**config.mk**
```make
export PLATFORM = sky130hd
export DESIGN_NAME = grid_local_minimum_detect
export DESIGN_NICKNAME = d
export VERILOG_FILES = /design/src/rtl/glmd_pkg.sv /design/src/rtl/grid_local_minimum_detect.sv /design/src/rtl/glmd_fifo.sv /design/src/rtl/glmd_linemem.sv /design/src/rtl/glmd_front.sv /design/src/rtl/glmd_back.sv
export SDC_FILE = /design/constraint.sdc
export NUM_CORES = 2
export LEC_CHECK = 0
export BUFFER_PORTS_ARGS = -buffer_cell sky130_fd_sc_hd__buf_4
export CORE_MARGIN = 5
export CORE_UTILIZATION = 45
export CTS_BUF_LIST = sky130_fd_sc_hd__clkbuf_8
export DETAILED_ROUTE_END_ITERATION = 12
export GPL_TIMING_DRIVEN = 0
export PLACE_DENSITY_LB_ADDON = 0.15
export SLEW_MARGIN = 25
export SYNTH_ARGS = -nofsm -noshare
export SYNTH_HDL_FRONTEND = slang
export SYNTH_SLANG_ARGS = --single-unit
```
**constraint.sdc**
```tcl
create_clock -name clk -period 6.1 [get_ports clk]
set_clock_uncertainty 0.15 [all_clocks]
set_input_delay 0.305 -clock clk [delete_from_list [all_inputs] [get_ports clk]]
set_output_delay 0.305 -clock clk [all_outputs]
set_load 0.01 [all_outputs]
```
**src/rtl/glmd_pkg.sv**
```systemverilog
package glmd_pkg;

  // Defaults for the top-level size parameters
  localparam int unsigned DEF_MAX_WIDTH  = 256;
  localparam int unsigned DEF_MAX_HEIGHT = 256;

  // Fixed field widths
  localparam int unsigned CFG_W    = 9;
  localparam int unsigned HEIGHT_W = 4;
  localparam int unsigned COORD_W  = 8;
  localparam int unsigned ENTRY_W  = 2 * HEIGHT_W;

  // Tallest height kept; larger inputs saturate here
  localparam logic [HEIGHT_W-1:0] HEIGHT_SAT = 4'd9;

  // Words buffered between front and back
  localparam int unsigned QUEUE_DEPTH = 4;

  // Configuration register indexes
  typedef enum logic [0:0] {
    REG_ROW_WIDTH = 1'b0,
    REG_ROW_COUNT = 1'b1
  } cfg_reg_t;

  // Position classification, computed at accept time
  typedef struct packed {
    logic y_gt0;
    logic y_gt1;
    logic last_row;
    logic x_gt0;
    logic x_gt1;
    logic row_end;
  } pos_flags_t;

  // One verdict before the run_last tag is attached
  typedef struct packed {
    logic [COORD_W-1:0]  col;
    logic [COORD_W-1:0]  row;
    logic [HEIGHT_W-1:0] level;
    logic                is_low;
    logic                frame_last;
  } verdict_t;

  // Strictly below a neighbor, or the neighbor lies outside the frame
  function automatic logic below(input logic [HEIGHT_W-1:0] c,
                                 input logic [HEIGHT_W-1:0] nb,
                                 input logic                present);
    return !present || (c < nb);
  endfunction

endpackage

```
**src/rtl/grid_local_minimum_detect.sv**
```systemverilog
// Four-neighbor low point detector for a raster height map.
// Input channel: one height per word (in_valid/in_ready), raster order,
// column 0 first. Heights above 9 are clamped to 9.
// Result channel: one verdict per word (out_valid/out_ready). Pixel (x,y)
// brings the verdict for (x,y-1); on the last row it also brings the verdict
// for (x-1,y) and, at row end, for (x,y), so a word yields zero to three
// verdicts. out_run_last marks the last verdict of a word, out_frame_last
// the verdict for the final pixel of the frame.
// Configuration: cfg_we with cfg_index (0 row_width, 1 row_count) and
// cfg_wdata; zero reads as 1, oversize clamps to the maximum, and every
// write restarts the frame at (0,0). Write only while the block is idle.
// A taken word passes the queue and the evaluation stage to the output register.
// Throughput: one word per cycle while each word gives at most one verdict and
// out_ready is high; the output register passes one verdict per cycle, so a
// last-row word that gives two or three verdicts holds the evaluation stage.
// A four-word queue separates the input from the evaluation stage, so a
// stalled receiver backs up the queue before in_ready drops.
// Reset: frame size 256 x 256 (clamped to the maximums), position (0,0).
// Line memory content is not cleared and needs no init pass.
module grid_local_minimum_detect
  import glmd_pkg::*;
#(
  parameter int unsigned MAX_WIDTH  = DEF_MAX_WIDTH,
  parameter int unsigned MAX_HEIGHT = DEF_MAX_HEIGHT
) (
  input  logic                clk,
  input  logic                rst_n,
  input  logic                cfg_we,
  input  logic [0:0]          cfg_index,
  input  logic [CFG_W-1:0]    cfg_wdata,
  input  logic                in_valid,
  output logic                in_ready,
  input  logic [HEIGHT_W-1:0] in_height,
  output logic                out_valid,
  input  logic                out_ready,
  output logic [COORD_W-1:0]  out_col,
  output logic [COORD_W-1:0]  out_row,
  output logic [HEIGHT_W-1:0] out_level,
  output logic                out_is_low,
  output logic                out_run_last,
  output logic                out_frame_last
);

  localparam int unsigned XW = $clog2(MAX_WIDTH);
  localparam int unsigned YW = $clog2(MAX_HEIGHT);
  localparam int unsigned QW = HEIGHT_W + XW + COORD_W + $bits(pos_flags_t);

  logic                q_full, push, q_valid, q_pop;
  logic [HEIGHT_W-1:0] push_h, q_h;
  logic [XW-1:0]       push_x, q_x;
  logic [COORD_W-1:0]  push_y, q_y;
  pos_flags_t          push_f, q_f;
  logic [QW-1:0]       q_in, q_out;

  logic                rd_en, wr_en;
  logic [XW-1:0]       rd_addr0, rd_addr1, wr_addr;
  logic [ENTRY_W-1:0]  rd_ent0, rd_ent1, wr_data;

  // Front: config, raster position, classification
  glmd_front #(
    .MAX_WIDTH (MAX_WIDTH),
    .MAX_HEIGHT(MAX_HEIGHT),
    .XW        (XW),
    .YW        (YW)
  ) u_front (
    .clk      (clk),
    .rst_n    (rst_n),
    .cfg_we   (cfg_we),
    .cfg_index(cfg_index),
    .cfg_wdata(cfg_wdata),
    .in_valid (in_valid),
    .in_ready (in_ready),
    .in_height(in_height),
    .q_full   (q_full),
    .push     (push),
    .push_h   (push_h),
    .push_x   (push_x),
    .push_y   (push_y),
    .push_f   (push_f)
  );

  assign q_in = {push_h, push_x, push_y, push_f};
  assign {q_h, q_x, q_y, q_f} = q_out;

  glmd_fifo #(
    .W    (QW),
    .DEPTH(QUEUE_DEPTH)
  ) u_queue (
    .clk      (clk),
    .rst_n    (rst_n),
    .push     (push),
    .push_data(q_in),
    .full     (q_full),
    .pop      (q_pop),
    .pop_valid(q_valid),
    .pop_data (q_out)
  );

  glmd_linemem #(
    .DEPTH(MAX_WIDTH),
    .AW   (XW)
  ) u_linemem (
    .clk     (clk),
    .rd_en   (rd_en),
    .rd_addr0(rd_addr0),
    .rd_addr1(rd_addr1),
    .rd_data0(rd_ent0),
    .rd_data1(rd_ent1),
    .wr_en   (wr_en),
    .wr_addr (wr_addr),
    .wr_data (wr_data)
  );

  // Back: neighbor compare and verdict sequencing
  glmd_back #(
    .XW(XW)
  ) u_back (
    .clk           (clk),
    .rst_n         (rst_n),
    .q_valid       (q_valid),
    .q_h           (q_h),
    .q_x           (q_x),
    .q_y           (q_y),
    .q_f           (q_f),
    .q_pop         (q_pop),
    .rd_en         (rd_en),
    .rd_addr0      (rd_addr0),
    .rd_addr1      (rd_addr1),
    .rd_ent0       (rd_ent0),
    .rd_ent1       (rd_ent1),
    .wr_en         (wr_en),
    .wr_addr       (wr_addr),
    .wr_data       (wr_data),
    .out_valid     (out_valid),
    .out_ready     (out_ready),
    .out_col       (out_col),
    .out_row       (out_row),
    .out_level     (out_level),
    .out_is_low    (out_is_low),
    .out_run_last  (out_run_last),
    .out_frame_last(out_frame_last)
  );

  // The frame-end verdict is always the last one of its word
  a_frame_last_ends_run: assert property (@(posedge clk) disable iff (!rst_n)
    out_valid && out_frame_last |-> out_run_last)
    else $error("frame_last verdict not tagged run_last");

  // Saturation keeps every reported level in range
  a_level_saturated: assert property (@(posedge clk) disable iff (!rst_n)
    out_valid |-> out_level <= HEIGHT_SAT)
    else $error("reported level above saturation");

  // A low point at the top level has no neighbors, only a 1x1 frame allows it
  a_top_level_low: assert property (@(posedge clk) disable iff (!rst_n)
    out_valid && out_is_low && out_level == HEIGHT_SAT |-> out_frame_last)
    else $error("low point at saturated level outside a single-pixel frame");

endmodule

```
**src/rtl/glmd_fifo.sv**
```systemverilog
module glmd_fifo
  import glmd_pkg::*;
#(
  parameter int unsigned W     = 8,
  parameter int unsigned DEPTH = QUEUE_DEPTH
) (
  input  logic         clk,
  input  logic         rst_n,
  input  logic         push,
  input  logic [W-1:0] push_data,
  output logic         full,
  input  logic         pop,
  output logic         pop_valid,
  output logic [W-1:0] pop_data
);

  localparam int unsigned PW = (DEPTH > 1) ? $clog2(DEPTH) : 1;
  localparam int unsigned CW = $clog2(DEPTH + 1);

  logic [W-1:0]  slot_r [DEPTH];
  logic [PW-1:0] wr_ptr_r, wr_ptr_nxt;
  logic [PW-1:0] rd_ptr_r, rd_ptr_nxt;
  logic [CW-1:0] count_r, count_nxt;
  logic          do_push, do_pop;

  assign full      = (count_r == CW'(DEPTH));
  assign pop_valid = (count_r != '0);
  assign pop_data  = slot_r[rd_ptr_r];
  assign do_push   = push && !full;
  assign do_pop    = pop && pop_valid;

  // Pointer and fill-count update
  always_comb begin
    wr_ptr_nxt = wr_ptr_r;
    rd_ptr_nxt = rd_ptr_r;
    count_nxt  = count_r;
    if (do_push) begin
      wr_ptr_nxt = (wr_ptr_r == PW'(DEPTH - 1)) ? '0 : wr_ptr_r + PW'(1);
    end
    if (do_pop) begin
      rd_ptr_nxt = (rd_ptr_r == PW'(DEPTH - 1)) ? '0 : rd_ptr_r + PW'(1);
    end
    if (do_push && !do_pop) begin
      count_nxt = count_r + CW'(1);
    end else if (!do_push && do_pop) begin
      count_nxt = count_r - CW'(1);
    end
  end

  always_ff @(posedge clk) begin
    if (!rst_n) begin
      wr_ptr_r <= '0;
      rd_ptr_r <= '0;
      count_r  <= '0;
    end else begin
      wr_ptr_r <= wr_ptr_nxt;
      rd_ptr_r <= rd_ptr_nxt;
      count_r  <= count_nxt;
    end
  end

  // Storage, no reset needed
  always_ff @(posedge clk) begin
    if (do_push) begin
      slot_r[wr_ptr_r] <= push_data;
    end
  end

endmodule

```
**src/rtl/glmd_linemem.sv**
```systemverilog
module glmd_linemem
  import glmd_pkg::*;
#(
  parameter int unsigned DEPTH = DEF_MAX_WIDTH,
  parameter int unsigned AW    = $clog2(DEF_MAX_WIDTH)
) (
  input  logic               clk,
  input  logic               rd_en,
  input  logic [AW-1:0]      rd_addr0,
  input  logic [AW-1:0]      rd_addr1,
  output logic [ENTRY_W-1:0] rd_data0,
  output logic [ENTRY_W-1:0] rd_data1,
  input  logic               wr_en,
  input  logic [AW-1:0]      wr_addr,
  input  logic [ENTRY_W-1:0] wr_data
);

  // Each entry holds one column: newest row in the upper nibble
  logic [ENTRY_W-1:0] mem [DEPTH];
  logic [ENTRY_W-1:0] rd_data0_r, rd_data1_r;

  always_ff @(posedge clk) begin
    if (wr_en) begin
      mem[wr_addr] <= wr_data;
    end
  end

  // Registered reads; a same-edge write to the read column is forwarded
  always_ff @(posedge clk) begin
    if (rd_en) begin
      rd_data0_r <= (wr_en && wr_addr == rd_addr0) ? wr_data : mem[rd_addr0];
      rd_data1_r <= (wr_en && wr_addr == rd_addr1) ? wr_data : mem[rd_addr1];
    end
  end

  assign rd_data0 = rd_data0_r;
  assign rd_data1 = rd_data1_r;

endmodule

```
**src/rtl/glmd_front.sv**
```systemverilog
module glmd_front
  import glmd_pkg::*;
#(
  parameter int unsigned MAX_WIDTH  = DEF_MAX_WIDTH,
  parameter int unsigned MAX_HEIGHT = DEF_MAX_HEIGHT,
  parameter int unsigned XW         = $clog2(DEF_MAX_WIDTH),
  parameter int unsigned YW         = $clog2(DEF_MAX_HEIGHT)
) (
  input  logic                clk,
  input  logic                rst_n,
  input  logic                cfg_we,
  input  logic [0:0]          cfg_index,
  input  logic [CFG_W-1:0]    cfg_wdata,
  input  logic                in_valid,
  output logic                in_ready,
  input  logic [HEIGHT_W-1:0] in_height,
  input  logic                q_full,
  output logic                push,
  output logic [HEIGHT_W-1:0] push_h,
  output logic [XW-1:0]       push_x,
  output logic [COORD_W-1:0]  push_y,
  output pos_flags_t          push_f
);

  localparam int unsigned W_RST = (MAX_WIDTH < 256) ? MAX_WIDTH - 1 : 255;
  localparam int unsigned H_RST = (MAX_HEIGHT < 256) ? MAX_HEIGHT - 1 : 255;

  // Frame size kept as last column and last row index
  logic [XW-1:0] wm1_r, wm1_nxt;
  logic [YW-1:0] hm1_r, hm1_nxt;
  logic [XW-1:0] x_r, x_nxt;
  logic [YW-1:0] y_r, y_nxt;

  function automatic logic [XW-1:0] clamp_w(input logic [CFG_W-1:0] v);
    if (v == '0) begin
      return '0;
    end else if (32'(v) > 32'(MAX_WIDTH)) begin
      return XW'(MAX_WIDTH - 1);
    end else begin
      return XW'(v - 9'd1);
    end
  endfunction

  function automatic logic [YW-1:0] clamp_h(input logic [CFG_W-1:0] v);
    if (v == '0) begin
      return '0;
    end else if (32'(v) > 32'(MAX_HEIGHT)) begin
      return YW'(MAX_HEIGHT - 1);
    end else begin
      return YW'(v - 9'd1);
    end
  endfunction

  assign in_ready = !q_full;
  assign push     = in_valid && in_ready;
  assign push_h   = (in_height > HEIGHT_SAT) ? HEIGHT_SAT : in_height;
  assign push_x   = x_r;
  assign push_y   = COORD_W'(y_r);

  // Classify the position of the arriving pixel
  always_comb begin
    push_f.y_gt0    = (y_r != '0);
    push_f.y_gt1    = (y_r > YW'(1));
    push_f.last_row = (y_r == hm1_r);
    push_f.x_gt0    = (x_r != '0);
    push_f.x_gt1    = (x_r > XW'(1));
    push_f.row_end  = (x_r == wm1_r);
  end

  // Raster position and configuration; a register write restarts the frame
  always_comb begin
    wm1_nxt = wm1_r;
    hm1_nxt = hm1_r;
    x_nxt   = x_r;
    y_nxt   = y_r;
    if (cfg_we) begin
      case (cfg_reg_t'(cfg_index))
        REG_ROW_WIDTH: wm1_nxt = clamp_w(cfg_wdata);
        REG_ROW_COUNT: hm1_nxt = clamp_h(cfg_wdata);
        default:       wm1_nxt = wm1_r;
      endcase
      x_nxt = '0;
      y_nxt = '0;
    end else if (push) begin
      if (push_f.row_end) begin
        x_nxt = '0;
        y_nxt = push_f.last_row ? '0 : y_r + YW'(1);
      end else begin
        x_nxt = x_r + XW'(1);
      end
    end
  end

  always_ff @(posedge clk) begin
    if (!rst_n) begin
      wm1_r <= XW'(W_RST);
      hm1_r <= YW'(H_RST);
      x_r   <= '0;
      y_r   <= '0;
    end else begin
      wm1_r <= wm1_nxt;
      hm1_r <= hm1_nxt;
      x_r   <= x_nxt;
      y_r   <= y_nxt;
    end
  end

endmodule

```
**src/rtl/glmd_back.sv**
```systemverilog
module glmd_back
  import glmd_pkg::*;
#(
  parameter int unsigned XW = $clog2(DEF_MAX_WIDTH)
) (
  input  logic                clk,
  input  logic                rst_n,
  // queue head
  input  logic                q_valid,
  input  logic [HEIGHT_W-1:0] q_h,
  input  logic [XW-1:0]       q_x,
  input  logic [COORD_W-1:0]  q_y,
  input  pos_flags_t          q_f,
  output logic                q_pop,
  // line memory
  output logic                rd_en,
  output logic [XW-1:0]       rd_addr0,
  output logic [XW-1:0]       rd_addr1,
  input  logic [ENTRY_W-1:0]  rd_ent0,
  input  logic [ENTRY_W-1:0]  rd_ent1,
  output logic                wr_en,
  output logic [XW-1:0]       wr_addr,
  output logic [ENTRY_W-1:0]  wr_data,
  // result channel
  output logic                out_valid,
  input  logic                out_ready,
  output logic [COORD_W-1:0]  out_col,
  output logic [COORD_W-1:0]  out_row,
  output logic [HEIGHT_W-1:0] out_level,
  output logic                out_is_low,
  output logic                out_run_last,
  output logic                out_frame_last
);

  // Pixel under evaluation
  logic                s2_valid_r, s2_valid_nxt;
  logic [HEIGHT_W-1:0] s2_h_r;
  logic [XW-1:0]       s2_x_r;
  logic [COORD_W-1:0]  s2_y_r;
  pos_flags_t          s2_f_r;
  logic [2:0]          sent_r, sent_nxt;

  // Same-row history: last two heights, and the row above the last pixel
  logic [HEIGHT_W-1:0] h1_r, h2_r, pl_r;

  // Output register
  logic                out_valid_r, out_valid_nxt;
  verdict_t            out_v_r;
  logic                out_last_r;

  logic [HEIGHT_W-1:0] up_c, up_up, up_rt;
  verdict_t            v_a, v_b, v_c, v_sel;
  logic [2:0]          mask, rem, pick;
  logic                rem_last, out_load, emit, s2_fire;

  assign up_c  = rd_ent0[ENTRY_W-1:HEIGHT_W];
  assign up_up = rd_ent0[HEIGHT_W-1:0];
  assign up_rt = rd_ent1[ENTRY_W-1:HEIGHT_W];

  // Verdict for the pixel one row up
  always_comb begin
    v_a.col        = COORD_W'(s2_x_r);
    v_a.row        = s2_y_r - COORD_W'(1);
    v_a.level      = up_c;
    v_a.is_low     = below(up_c, up_up, s2_f_r.y_gt1) && below(up_c, s2_h_r, 1'b1) &&
                     below(up_c, pl_r, s2_f_r.x_gt0) && below(up_c, up_rt, !s2_f_r.row_end);
    v_a.frame_last = 1'b0;
  end

  // Verdict for the left pixel on the last row
  always_comb begin
    v_b.col        = COORD_W'(s2_x_r) - COORD_W'(1);
    v_b.row        = s2_y_r;
    v_b.level      = h1_r;
    v_b.is_low     = below(h1_r, pl_r, s2_f_r.y_gt0) && below(h1_r, h2_r, s2_f_r.x_gt1) &&
                     below(h1_r, s2_h_r, 1'b1);
    v_b.frame_last = 1'b0;
  end

  // Verdict for the final pixel of the frame
  always_comb begin
    v_c.col        = COORD_W'(s2_x_r);
    v_c.row        = s2_y_r;
    v_c.level      = s2_h_r;
    v_c.is_low     = below(s2_h_r, up_c, s2_f_r.y_gt0) && below(s2_h_r, h1_r, s2_f_r.x_gt0);
    v_c.frame_last = 1'b1;
  end

  // Results still owed by this pixel, oldest first
  assign mask[0] = s2_f_r.y_gt0;
  assign mask[1] = s2_f_r.last_row && s2_f_r.x_gt0;
  assign mask[2] = s2_f_r.last_row && s2_f_r.row_end;
  assign rem     = mask & ~sent_r;

  always_comb begin
    if (rem[0]) begin
      pick  = 3'b001;
      v_sel = v_a;
    end else if (rem[1]) begin
      pick  = 3'b010;
      v_sel = v_b;
    end else begin
      pick  = 3'b100;
      v_sel = v_c;
    end
  end

  assign rem_last = ((rem & ~pick) == 3'b000);
  assign out_load = !out_valid_r || out_ready;
  assign emit     = s2_valid_r && (rem != 3'b000) && out_load;
  assign s2_fire  = s2_valid_r && ((rem == 3'b000) || (emit && rem_last));
  assign q_pop    = q_valid && (!s2_valid_r || s2_fire);

  // Memory: read the column and its right neighbor on pop, write back on retire
  assign rd_en    = q_pop;
  assign rd_addr0 = q_x;
  assign rd_addr1 = q_x + XW'(1);
  assign wr_en    = s2_fire;
  assign wr_addr  = s2_x_r;
  assign wr_data  = {s2_h_r, up_c};

  always_comb begin
    s2_valid_nxt = s2_valid_r;
    sent_nxt     = sent_r;
    if (emit) begin
      sent_nxt = sent_r | pick;
    end
    if (s2_fire) begin
      s2_valid_nxt = 1'b0;
      sent_nxt     = 3'b000;
    end
    if (q_pop) begin
      s2_valid_nxt = 1'b1;
    end
    out_valid_nxt = out_valid_r;
    if (out_load) begin
      out_valid_nxt = emit;
    end
  end

  always_ff @(posedge clk) begin
    if (!rst_n) begin
      s2_valid_r  <= 1'b0;
      sent_r      <= 3'b000;
      out_valid_r <= 1'b0;
    end else begin
      s2_valid_r  <= s2_valid_nxt;
      sent_r      <= sent_nxt;
      out_valid_r <= out_valid_nxt;
    end
  end

  // Payload registers
  always_ff @(posedge clk) begin
    if (q_pop) begin
      s2_h_r <= q_h;
      s2_x_r <= q_x;
      s2_y_r <= q_y;
      s2_f_r <= q_f;
    end
    if (s2_fire) begin
      h2_r <= h1_r;
      h1_r <= s2_h_r;
      pl_r <= up_c;
    end
    if (emit) begin
      out_v_r    <= v_sel;
      out_last_r <= rem_last;
    end
  end

  assign out_valid      = out_valid_r;
  assign out_col        = out_v_r.col;
  assign out_row        = out_v_r.row;
  assign out_level      = out_v_r.level;
  assign out_is_low     = out_v_r.is_low;
  assign out_run_last   = out_last_r;
  assign out_frame_last = out_v_r.frame_last;

endmodule

```
# Yosys cells after proc, flatten, opt, wreduce, memory -nomap -nowiden

Memories as Yosys holds them, arrays and structs flattened. A register that Yosys moved wholly into a read port is not among the register bits.
Index checks and enable logic that the tools add are counted.

Memory bits (read-only): 0
Output and inout bits: 25
Memories: 2
Word-level logic and storage cells: 137
Bits in latches: 0
Register bits: 105
Bits in writable memories: 2152

Equality and inequality tests: 5
Divide/modulo/power cells: 0
Magnitude comparators: 13
Mux-type cells: 21
Multipliers: 0
Add/sub/neg operators: 10
Shift operators: 0
Reduce and logical (&&, ||, !) cells: 51
Bitwise operators: 7

Memories:

| name           | depth | bits a word | rd ports | clocked after memory_dff | wr ports | RTL line           | source |
|---|---|---|---|---|---|---|---|
| u_linemem.mem  | 256   | 8           | 2        | 2                        | 1        | glmd_linemem.sv:19 | `logic [ENTRY_W-1:0] mem [DEPTH];` |
| u_queue.slot_r | 4     | 26          | 1        | 1                        | 1        | glmd_fifo.sv:20    | `logic [W-1:0] slot_r [DEPTH];` |

Operators by type and width:

| operator                                            | number |
|---|---|
| two-way mux 22 bit                                  | 2 |
| less-than comparator 4 bit                          | 9 |
| two-way mux 8 bit                                   | 4 |
| adder 8 x 1 -> 8 bit (second input constant)        | 3 |
| subtractor 8 x 1 -> 8 bit (second input constant)   | 3 |
| logical AND 1 bit                                   | 18 |
| equality test 8 bit                                 | 2 |
| > comparator 8 x 1 -> 1 bit (second input constant) | 2 |
| nonzero test 8 bit                                  | 2 |
| two-way mux 3 bit                                   | 4 |
| logical OR 1 bit                                    | 10 |
| > comparator 9 bit (second input constant)          | 1 |
| logical NOT 1 bit                                   | 9 |
| logical NOT 9 bit                                   | 1 |
| two-way mux 2 bit                                   | 4 |
| AND 3 bit                                           | 2 |
| logical NOT 3 bit                                   | 2 |
| two-way mux 1 bit                                   | 6 |
| inverter 3 bit                                      | 2 |
| AND reduction 2 bit                                 | 3 |
| nonzero test 3 bit                                  | 2 |
| adder 2 x 1 -> 2 bit (second input constant)        | 2 |
| equality test 2 bit (second input constant)         | 2 |
| > comparator 4 bit (second input constant)          | 1 |
| other kinds (8)                                     | 11 |

# Depth between registers and ports, before layout

Depth in word-level cells: 16
Depth in mapped cells: 25
Mapped depth without buffers: 13

# Cells and area by module

Synthesis repeated with hierarchy kept, for this count alone.

Cell total of the unflattened synthesis: 6219
Area total of the unflattened synthesis: 106583.5 µm²

By module, submodules not included:

| module       | cells each | instances | area an instance (µm²) |
|---|---|---|---|
| glmd_linemem | 5527       | 1         | 97030.6 |
| glmd_fifo    | 187        | 1         | 4279.1 |
| glmd_back    | 271        | 1         | 3320.7 |
| glmd_front   | 234        | 1         | 1953.1 |

# Worst setup path after synthesis

No wires, ideal clock.

Path type: register to register
From: register with a tool-made name
To: register u_linemem.rd_data1_r[6], in the netlist u_linemem.rd_data1[6], read port of u_linemem.mem, data pin
Buffers on the path: 12
Data required time: 5.687 ns
Path slack: 0.810 ns
Period minus slack after synthesis: 5.290 ns
Library setup time: 0.263 ns
Data arrival time: 4.876 ns
Cell stages (with the launch flop): 23
Cells stage by stage: dfxtp_1 -> buf_6 -> buf_12 -> buf_6 -> mux2i_1 -> mux2_2 -> inv_2 -> buf_6 -> buf_4 -> buf_4 -> buf_4 -> buf_4 -> ha_1 -> buf_2 -> buf_2 -> buf_1 -> buf_1 -> mux4_2 -> o21ai_0 -> a32oi_1 -> a31oi_1 -> o2111ai_1 -> o21a_1

RTL lines:

| element       | RTL line           | source |
|---|---|---|
| end, declared | glmd_linemem.sv:20 | `logic [ENTRY_W-1:0] rd_data0_r, rd_data1_r;` |

==> impl_metrics.ini <==
[cells_and_area]
nets = 6617
layout_common_cells = 2225 x edfxtp_1, 566 x nand2_1, 520 x mux4_2
areaGrowthSynthToFinish_pct = 16.2
drive_above_1_share_pct = 25.3
final_common_cell = edfxtp_1

[cts]
h-tree-depth = 5
numCtsBuffers = 396
root_buffer = clkbuf_8
clock_latency_ns = 1.15
cts_sinks = 2271
cts.path.max_buffers = 4
clkTransAtPathRegs_ns = 0.06
cts_tree = built

[floorplan]
die_x_um = 479
initial_core_util_pct = 45.1
die-area_um2 = 229000
core-area_um2 = 219000
rows = 172
pin_count = 44
die_h_um = 479

[sta]
setup_slack_ns = -0.297
min_period_over_period_pct = 105
worstMarginPinSlew_ns = 1.30
fmax_ghz = 0.156
hold_viol = 0
final.min_clock_period_ns = 6.40
slew_viol_final = 0
whs_ns = 0.104
relSlewSlack_pct = 13.0
setup_viol = 8

[critical_path]
crit_fanout = 12
crit_required_ns = 6.72
arrival_ns = 7.01
end_kind = register
reg2reg_slack_ns = -0.30
cp_slowest_stage_delay_ns = 0.49
crit_family = buffers and inverters
cpMostUsedCell = buf_12
critPathKind = register to register
crit_slowest_cell = o211ai_1
crit_chain = buf_6 -> buf_12 -> mux2i_1 -> mux2_4 -> inv_4 -> buf_12 -> buf_12 -> buf_16 -> buf_12 -> buf_12 -> ha_4 -> buf_4 -> xor2_4 -> buf_12 -> buf_6 -> buf_6 -> buf_6 -> nand2_1 -> a32oi_1 -> nand4_1 -> nand2_1 -> o2111ai_4 -> o211ai_1
worstSetupStartpointType = register
crit_buf_inv = 13

[synthesis]
synth_ff_type = edfxtp_1
ys_seq_elements = 2271
synthMuxAreaShare_pct = 16.6
synth_adder_area_share_pct = 0.598
synthDistinctLibCells = 81
synth-simple-area-share_pct = 5.97
synth_area_um2 = 98800
ys_warn_count = 0
synth_top_family_by_area = multiplexers
synth_xor_area_share_pct = 0.662
syn_nets = 5955
async_flop_share_pct = 0
synth_compound_area_share_pct = 5.11
avgSynthCellArea_um2 = 16.8
ys_seq_area_share_pct = 68.5
syn_inst = 5891
synth_edf_count = 2225

[power_and_ir_drop]
p_leak_nw = 38.2
p_per_area_nw_per_um2 = 649
vdd_drop_max_mv = 0.441

[placed_design]
hpwlAfterDp_um = 313000
io_buffers = 42
gp_congestion = 1.09
pre_cts_ws_ns = -3.75

[global_route]
grt_max_degree = 27
grt_pass1_vias = 63800
grt_overflow = 0
antenna_found_initial = 50
grt_usage_pct = 37.4
grt_pass1_wl_um = 571000

[drt]
drt_wl_total_um = 436000
post-route-drc-count = 0
dr.pass1.iters = 10
vias = 67500
antenna_left = 0
met3_length_um = 56900
top_layer_used = met5
wl_met1_um = 159000
wl_met2_um = 185000
viasPerCell = 6.91
drt_iter0_markers = 11300
wl_per_cell_um = 44.7

[status]
status = complete, but fails checks
failed_checks = setup timing

[flow_run]
max-cap-violations = 0

[min_path]
hold_class = input port to register
-- path summary, 6_finish.rpt --
kind / from / end / cells past startpoint
setup / recovery: register / u_linemem.rd_data1[7] / 23
hold / removal: in_height[1] / u_queue.slot_r[3][23] / 3
setup reg to reg: register / u_linemem.rd_data1[7] / 23
hold reg to reg: u_back.sent_r[1] / u_back.sent_r[1] / 2
-- metrics by stage --
step,setup TNS [ns],cells,utilization (%),power (mW),cell area (um2)
finish,-1.22,9759,52.4,74.6,115000
global route,-0.00475,9729,52.4,74.5,115000
CTS,-0.0773,9722,52.3,72.1,115000
detailed placement,-15.66,8968,48.5,58.1,106000
global placement,-5113.34,8804,46.9,56.0,103000
floorplan,0,5891,-,38.2,98800
-- routing by layer --
metal  up-vias  GRT usage (%)
met1     34900           47.4
met4        16           24.8
met2      5774           53.3
met5         -          0.207
li1      25300              -
met3      1565           14.6
-- synthesized netlist by cell type (all sizes together), types with 18 or more instances --
library cell / n / area [um2]
a211oi: 18 / 135
a21oi: 144 / 724
a221oi: 19 / 173
a22oi: 52 / 390
a311oi: 19 / 166
a31oi: 31 / 194
a32oi: 48 / 420
and3: 30 / 188
buf: 253 / 1720
clkbuf: 151 / 567
dfxtp: 46 / 921
edfxtp: 2225 / 66800
ha: 44 / 551
inv: 45 / 174
mux2i: 459 / 4610
mux4: 520 / 11700
nand2: 569 / 2140
nand3: 133 / 671
nand4: 53 / 332
nor2: 367 / 1380
nor2b: 29 / 181
nor3: 96 / 492
o211ai: 24 / 180
o21ai: 82 / 410
o221ai: 127 / 1110
o22ai: 77 / 482
xnor2: 46 / 425
xor2: 24 / 229
-- report_power, final --
part           total [mW]  leakage, nW  internal [mW]  switching (mW)
sequential           20.1         20.5           19.8           0.318
combinational        41.1         13.6           12.3            28.8
clock                13.3         4.14           6.85            6.46
-- cells by family (layout without fill, tap and decap cells) --
| family | after synthesis | in the layout |
|---|---|---|
| AND/OR/NAND/NOR | 1350 | 1350 |
| adder cells (fa/ha/maj) | 47 | 47 |
| AO/OA/AOI/OAI | 716 | 716 |
| buffers and inverters | 449 | 1410 |
| other | 0 | 36 |
| XOR/XNOR | 70 | 70 |
| multiplexers | 988 | 988 |
| flip-flops | 2271 | 2271 |
-- state kept, by name (all words and copies together), names as in the netlist, 5 cells and up, named ones only --
| signal | cells |
|---|---|
| u_linemem.mem | 2048 |
| u_queue.slot_r | 104 |
| u_back.out_col | 8 |
| u_back.out_row | 8 |
| u_back.s2_y_r | 8 |
| u_back.wr_addr | 8 |
| u_front.hm1_r | 8 |
| u_front.push_x | 8 |
| u_front.push_y | 8 |
| u_front.wm1_r | 8 |
| u_linemem.rd_data0 | 8 |
| u_back.s2_f_r | 5 |
-- tightest hold or removal path, delay by kind of cell --
family	cells	cell delay, ns
buf+inv	2	0.67
simple gates	1	0.16
-- final cells by class --
type | instances | area [um2]
flip-flops and latches | 2271 | 67700
repair buffers | 274 | 3970
inverters | 45 | 176
clock inverters | 286 | 1580
clock buffers | 411 | 5660
multi-input cells | 3171 | 29300
fillers | 18000 | 104000
well taps | 2871 | 3590
plain buffers | 394 | 2730
diodes | 36 | 90.1
-- timing repair --
item,4_1_cts,5_1_grt
pin swaps,11,5
buffers inserted,16,2
resized for setup,140,34
endpoints found under the setup margin,8,6
gates cloned,1,0
endpoints found under the hold margin,174,0
hold buffers,49,0
Note: power is estimated with default switching activity, not from simulation.
